**src/sv/page_bitmap_allocator_macros.svh**
```systemverilog
// Assertion macros used by the file that checks this block.
`ifndef PAGE_BITMAP_ALLOCATOR_MACROS_SVH
`define PAGE_BITMAP_ALLOCATOR_MACROS_SVH
`ifndef SYNTHESIS
`define PBA_ASSERT_IMPLY(label, clk, rst, ante, cons) \
  label: assert property (@(posedge clk) disable iff (rst) (ante) |-> (cons)) \
    else $error("page bitmap allocator check failed");
`define PBA_ASSERT_NEXT(label, clk, rst, ante, cons) \
  label: assert property (@(posedge clk) disable iff (rst) (ante) |=> (cons)) \
    else $error("page bitmap allocator check failed");
`else
`define PBA_ASSERT_IMPLY(label, clk, rst, ante, cons)
`define PBA_ASSERT_NEXT(label, clk, rst, ante, cons)
`endif
`endif

```
**src/sv/pba_pkg.sv**
```systemverilog
package pba_pkg;

  localparam int DATA_W          = 64;
  localparam int COUNT_W         = 13;
  localparam int CFG_IDX_W       = 3;
  localparam int PAGE_SHIFT      = 12;
  localparam int NUM_REGIONS_DEF = 2;
  localparam int MAX_PAGES_DEF   = 4096;

  localparam logic [CFG_IDX_W-1:0] REG_REGION_COUNT  = 3'd0;
  localparam logic [CFG_IDX_W-1:0] REG_REGION0_BASE  = 3'd1;
  localparam logic [CFG_IDX_W-1:0] REG_REGION0_PAGES = 3'd2;
  localparam logic [CFG_IDX_W-1:0] REG_REGION1_BASE  = 3'd3;
  localparam logic [CFG_IDX_W-1:0] REG_REGION1_PAGES = 3'd4;

  typedef enum logic [1:0] {
    ACT_INIT  = 2'd0,
    ACT_ALLOC = 2'd1,
    ACT_FREE1 = 2'd2,
    ACT_FREER = 2'd3
  } action_t;

  typedef struct packed {
    action_t             action;
    logic [DATA_W-1:0]   target_addr;
    logic [COUNT_W-1:0]  page_count;
  } req_item_t;

  typedef struct packed {
    logic [DATA_W-1:0] result_address;
    logic              ok;
  } rsp_item_t;

  typedef enum logic [3:0] {
    S_IDLE,
    S_DISP,
    S_INIT,
    S_SREG,
    S_SRD,
    S_SCHUNK,
    S_HIT,
    S_FREE,
    S_MRD,
    S_MWR,
    S_FIN_OK,
    S_FIN_FAIL
  } state_t;

  typedef struct packed {
    logic start;
    logic next_region;
    logic init_write;
    logic scan_read;
    logic scan_chunk;
    logic hit_setup;
    logic free_setup;
    logic mark_read;
    logic mark_write;
    logic finish;
    logic finish_ok;
  } cmd_t;

  typedef struct packed {
    action_t action;
    logic    region_end;
    logic    region_empty;
    logic    count_zero;
    logic    init_skip;
    logic    chunk_found;
    logic    chunk_last;
    logic    word_end;
    logic    contained;
    logic    range_fits;
    logic    mark_last;
    logic    out_busy;
  } sts_t;

endpackage

```
**src/sv/pba_ctrl.sv**
```systemverilog
module pba_ctrl (
  input  logic          clk,
  input  logic          rst,
  input  logic          in_valid,
  output logic          in_ready,
  input  pba_pkg::sts_t sts,
  output pba_pkg::cmd_t cmd
);
  pba_pkg::state_t state, state_next;

  always_ff @(posedge clk) begin
    if (rst) begin
      state <= pba_pkg::S_IDLE;
    end else begin
      state <= state_next;
    end
  end

  always_comb begin
    state_next = state;
    unique case (state)
      pba_pkg::S_IDLE: begin
        if (in_valid) state_next = pba_pkg::S_DISP;
      end
      pba_pkg::S_DISP: begin
        unique case (sts.action)
          pba_pkg::ACT_INIT:  state_next = pba_pkg::S_INIT;
          pba_pkg::ACT_ALLOC: state_next = sts.count_zero ? pba_pkg::S_FIN_FAIL
                                                          : pba_pkg::S_SREG;
          default:            state_next = pba_pkg::S_FREE;
        endcase
      end
      pba_pkg::S_INIT: begin
        if (sts.region_end) state_next = pba_pkg::S_FIN_OK;
      end
      pba_pkg::S_SREG: begin
        if (sts.region_end) state_next = pba_pkg::S_FIN_FAIL;
        else if (!sts.region_empty) state_next = pba_pkg::S_SRD;
      end
      pba_pkg::S_SRD: state_next = pba_pkg::S_SCHUNK;
      pba_pkg::S_SCHUNK: begin
        if (sts.chunk_found) state_next = pba_pkg::S_HIT;
        else if (sts.chunk_last) state_next = pba_pkg::S_SREG;
        else if (sts.word_end) state_next = pba_pkg::S_SRD;
      end
      pba_pkg::S_HIT: state_next = pba_pkg::S_MRD;
      pba_pkg::S_FREE: begin
        if (sts.region_end) begin
          state_next = pba_pkg::S_FIN_FAIL;
        end else if (sts.contained) begin
          if (sts.action == pba_pkg::ACT_FREE1) state_next = pba_pkg::S_MRD;
          else if (sts.range_fits) begin
            state_next = sts.count_zero ? pba_pkg::S_FIN_OK : pba_pkg::S_MRD;
          end
        end
      end
      pba_pkg::S_MRD: state_next = pba_pkg::S_MWR;
      pba_pkg::S_MWR: begin
        state_next = sts.mark_last ? pba_pkg::S_FIN_OK : pba_pkg::S_MRD;
      end
      pba_pkg::S_FIN_OK, pba_pkg::S_FIN_FAIL: begin
        if (!sts.out_busy) state_next = pba_pkg::S_IDLE;
      end
      default: state_next = pba_pkg::S_IDLE;
    endcase
  end

  always_comb begin
    cmd      = '0;
    in_ready = 1'b0;
    unique case (state)
      pba_pkg::S_IDLE: begin
        in_ready  = 1'b1;
        cmd.start = in_valid;
      end
      pba_pkg::S_INIT: begin
        if (!sts.region_end) begin
          if (sts.init_skip) cmd.next_region = 1'b1;
          else cmd.init_write = 1'b1;
        end
      end
      pba_pkg::S_SREG: begin
        if (!sts.region_end && sts.region_empty) cmd.next_region = 1'b1;
      end
      pba_pkg::S_SRD: cmd.scan_read = 1'b1;
      pba_pkg::S_SCHUNK: begin
        if (!sts.chunk_found && sts.chunk_last) cmd.next_region = 1'b1;
        else cmd.scan_chunk = 1'b1;
      end
      pba_pkg::S_HIT: cmd.hit_setup = 1'b1;
      pba_pkg::S_FREE: begin
        if (!sts.region_end) begin
          if (!sts.contained) cmd.next_region = 1'b1;
          else if (sts.action == pba_pkg::ACT_FREE1) cmd.free_setup = 1'b1;
          else if (!sts.range_fits) cmd.next_region = 1'b1;
          else if (!sts.count_zero) cmd.free_setup = 1'b1;
        end
      end
      pba_pkg::S_MRD: cmd.mark_read = 1'b1;
      pba_pkg::S_MWR: cmd.mark_write = 1'b1;
      pba_pkg::S_FIN_OK: begin
        cmd.finish    = !sts.out_busy;
        cmd.finish_ok = 1'b1;
      end
      pba_pkg::S_FIN_FAIL: cmd.finish = !sts.out_busy;
      default: ;
    endcase
  end
endmodule

```
**config.mk**
```make
export PLATFORM = sky130hd
export DESIGN_NAME = pba_ctrl
export DESIGN_NICKNAME = d
export VERILOG_FILES = /design/src/sv/page_bitmap_allocator_macros.svh /design/src/sv/pba_pkg.sv /design/src/sv/pba_ctrl.sv
export SDC_FILE = /design/constraint.sdc
export NUM_CORES = 1
export LEC_CHECK = 0
export CORE_AREA = 8 8 45 47
export DETAILED_ROUTE_END_ITERATION = 7
export DIE_AREA = 0 0 53 55
export DONT_BUFFER_PORTS = 1
export PLACE_DENSITY = 0.61
export SYNTH_ARGS = -nofsm -noshare
export SYNTH_HDL_FRONTEND = slang
export SYNTH_SLANG_ARGS = --single-unit
```
**constraint.sdc**
```tcl
create_clock -name clk -period 1.9 [get_ports clk]
set_clock_uncertainty 0.1 [all_clocks]
set_input_delay 0.38 -clock clk [delete_from_list [all_inputs] [get_ports clk]]
set_output_delay 0.38 -clock clk [all_outputs]
set_load 0.02 [all_outputs]
```
# Yosys cells after proc, flatten, opt, wreduce, memory -nomap -nowiden
# Cells that the tools add are included.
# totals
ff_bits	4
in_bits	16
wordCells	74
# op_classes
eq_ne	20
muxes	44
n_reduce_logical	9
# op_table
operator	n
2-to-1 mux 4 bit	13
case mux 4 bit (11 select lines)	1
2-to-1 mux 1 bit	25
equality test 4 x 3 -> 1 bit (second input constant)	4
equality test 4 bit (second input constant)	4
equality test 4 x 2 -> 1 bit (second input constant)	2
!= test 4 bit (second input constant)	2
case mux 4 bit (2 select lines)	1
AND reduction 7 bit	1
2-to-1 mux 2 bit	3
!= test 2 bit (second input constant)	3
!= test 3 bit (second input constant)	2
equality test 4 x 1 -> 1 bit (second input constant)	1
zero test 4 bit	1
case mux 1 bit (4 select lines)	1
zero test 1 bit	3
equality test 2 x 1 -> 1 bit (second input constant)	1
equality test 2 bit (second input constant)	1
logical AND 1 bit	2
zero test 2 bit	1
OR reduction 2 bit	1

# Depth between registers and ports, before layout
# depth
word_depth	6
depth_mapped	7
mapped_depth_nobuf	5

# Worst setup path after synthesis
# OpenSTA, ideal clock, no wires.
# synth_path
kind	reg2out
from	register state[1]
to	output port cmd[4] (netlist bit)
arrival_ns	1.901
required_time_ns	1.420
path_slack_ns	-0.481
stages_incl_launch_ff	5
path_cell_list	dfxtp_1 buf_6 clkbuf_1 nand3_1 a2111oi_0
# synth_rtl
element	line	source
start, declared	pba_ctrl.sv:9	pba_pkg::state_t state, state_next;
start signal, assigned	pba_ctrl.sv:13	state <= pba_pkg::S_IDLE;
start signal, assigned	pba_ctrl.sv:15	state <= state_next;
end, declared	pba_ctrl.sv:7	output pba_pkg::cmd_t cmd

==> impl_metrics.json <==
{
  "status": "completed",
  "nets": 111,
  "grtUsageMet1": 0.152,
  "coreArea_mm2": 0.00138,
  "cp_num_buf_inv": 1,
  "worst_setup_hold_path_clk_slew_ns": 0.04,
  "syn2layout_area_growth_pct": 31.3,
  "cts_inserted_buffers": 3,
  "port_buffers": 0,
  "die_h_um": 55,
  "period_needed_ns": 1.84,
  "synth_area_um2": 588,
  "cpPeakStageDelay_ns": 0.37,
  "netlist_instances": 82,
  "crit_path_max_fanout": 6,
  "avgSynthCellArea_um2": 7.17,
  "grt_pass1_wl_um": 2820,
  "path_delay_family": "flip-flops",
  "final_antenna_net_count": 0,
  "grt_antenna_before_repair": 0,
  "hpwlAfterDp_um": 1410,
  "num_rows": 14,
  "drt_drc_violations_left": 0,
  "grt_use_met2": 0.199,
  "clkSinkCount": 4,
  "io_pins": 28,
  "routabilityCongestion": 0.824,
  "setup_slack_ns": 0.0645,
  "powerDensity_mw_per_mm2": 1610,
  "fin_util": 0.558,
  "drtIter0Drc": 11,
  "fp.dieW_um": 53,
  "slew_viol_final": 0,
  "synth_edf_count": 0,
  "grtUsageTotal": 0.124,
  "htree_levels": 1,
  "synth.distinct_cells": 37,
  "vias": 652,
  "final_area_um2": 772,
  "grt_max_degree": 11,
  "clockRootBuffer": "clkbuf_4",
  "cap_violations": 0,
  "drive_gt1_frac": 0.398,
  "relSlewSlack": 0.744,
  "cts.path.max_buffers": 2,
  "setup_viol": 0,
  "leakage_uw": 0.000313,
  "synth_warnings": 0,
  "largest_register_ffs": 4,
  "regMostFlops": "state",
  "wl_per_cell_um": 16.4,
  "critical_path_class": "reg -> out",
  "start_kind": "register",
  "globalRouteOverflowTotal": 0,
  "nFillCells": 139,
  "arrival_ns": 1.36,
  "seq_area_frac_synth": 0.136,
  "initial_core_util": 0.425,
  "top_regs": "state x4",
  "dr.pass1.iters": 3,
  "num_antenna_cells": 0,
  "dpl_cell_area_um2": 692,
  "tritoncts": "yes",
  "grt_util_met3": 0.0348,
  "viasPerCell": 5.98,
  "synth_seq_cells": 4,
  "die_area_mm2": 0.00292,
  "first_global_vias": 642,
  "fmax_mhz": 545,
  "min_period_over_period": 0.966,
  "rsz0062_at_grt": "no",
  "wl_um": 1790,
  "pre_cts_slack_ns": 0.0884,
  "worstHoldPathType": "in -> reg",
  "cp.required_ns": 1.42,
  "synth_nets": 98,
  "worstMarginPinSlew_ns": 0.382,
  "top_usage_layer": "met2",
  "vdd_ir_drop_max_mv": 0.800,
  "postCtsHoldBufs": 0,
  "async_reset_ff_frac": 0,
  "cp_slowest_cell": "dfxtp_4",
  "synth_flop_cell": "dfxtp_1",
  "clk_latency_ns": 0.23,
  "path_cells": "nor2b_4, nand3_2, a2111oi_2, buf_4",
  "worstSetupEndpointType": "primary output",
  "hold_viol": 0
}
logic make-up (layout without fill, tap and decap cells):
| logic type | Yosys count | after routing | synth area share |
|---|---|---|---|
| DFF | 4 | 4 | 0.136 |
| and+or+nand+nor | 51 | 51 | 0.500 |
| muxes | 2 | 2 | 0.0340 |
| buffers and inverters | 7 | 18 | 0.0638 |
| AOI/OAI and AO/OA | 18 | 18 | 0.266 |
metal layers:
metal,part of all wire,wire [um]
met1,0.43,770
met4,0.0078,14
met2,0.49,885
met5,0,0
met3,0.068,122
where the power goes:
| part | internal [uW] | leakage [uW] | switching (uW) |
|---|---|---|---|
| Combinational | 436 | 0.000264 | 459 |
| Clock | 70.5 | 0.0000138 | 32.6 |
| Sequential | 143 | 0.0000353 | 98.9 |
worst paths after layout:
| check | from | cells past startpoint | slack (ns) | endpoint |
|---|---|---|---|---|
| setup / recovery | state[0]$_SDFFE_PP0P_ | 4 | 0.06 | cmd[4] |
| hold / removal | rst | 1 | 0.1 | state[2]$_SDFFE_PP0P_ |
| setup reg to reg | state[1]$_SDFFE_PP0P_ | 6 | 0.13 | state[2]$_SDFFE_PP0P_ |
| hold reg to reg | state[1]$_SDFFE_PP0P_ | 2 | 0.53 | state[1]$_SDFFE_PP0P_ |
synth_stat cells (2+ instances only):
cell        n  area (um2)
clkbuf_1    2        7.51
nor3_1      3        15.0
a21oi_1     3        15.0
a2111oi_0   2        17.5
a21oi_2     2        17.5
dfxtp_1     4        80.1
mux2i_1     2        20.0
and2_1      3        18.8
buf_2       3        15.0
nor2b_1     9        56.3
nand3_1     4        20.0
nand2_1     5        18.8
nor3b_1     3        22.5
nand2b_1    2        12.5
nor2_1     13        48.8
per-stage QoR:
| step | TNS [ns] | std cells | hold WS [ns] | total power (uW) |
|---|---|---|---|---|
| 5_1_grt | 0 | 109 | 0.0853 | 1340 |
| 6_report | 0 | 109 | 0.0987 | 1240 |
| 3_5_place_dp | 0 | 106 | 0.344 | 1050 |
| 2_1_floorplan | -0.00268 | 82 | 0.342 | 825 |
| 3_3_place_gp | 0 | 106 | 0.345 | 1030 |
| 4_1_cts | 0 | 109 | 0.0928 | 1200 |
placed cells by master, fill, tap and decap left out, drive strengths merged:
master / instances
a2111oi: 2
a211oi: 1
a21oi: 5
a22o: 1
a32oi: 1
and2: 3
and3: 1
and3b: 1
and4b: 1
buf: 14
clkbuf: 3
dfxtp: 4
inv: 1
mux2i: 2
nand2: 5
nand2b: 3
nand3: 4
nand4: 1
nor2: 13
nor2b: 9
nor3: 3
nor3b: 3
nor4: 1
nor4bb: 1
o211a: 1
o211ai: 2
o21ai: 1
o21bai: 1
o311ai: 1
o31ai: 1
o32a: 1
or3b: 1
or4: 1
what timing repair did:
item	4_1_cts	5_1_grt
resized for setup	9	8
setup buffers	0	0
endpoints found under the setup margin	7	7
cell type report:
cell class | count | area, um2 | share of cell area
Multi-Input combinational cell | 71 | 524 | 0.679
Timing Repair Buffer | 14 | 109 | 0.141
Tap cell | 16 | 20.0 | 0.0259
Sequential cell | 4 | 92.6 | 0.120
Clock buffer | 3 | 22.5 | 0.0292
Inverter | 1 | 3.75 | 0.00486
No activity file was read; power rests on OpenSTA's default activity.
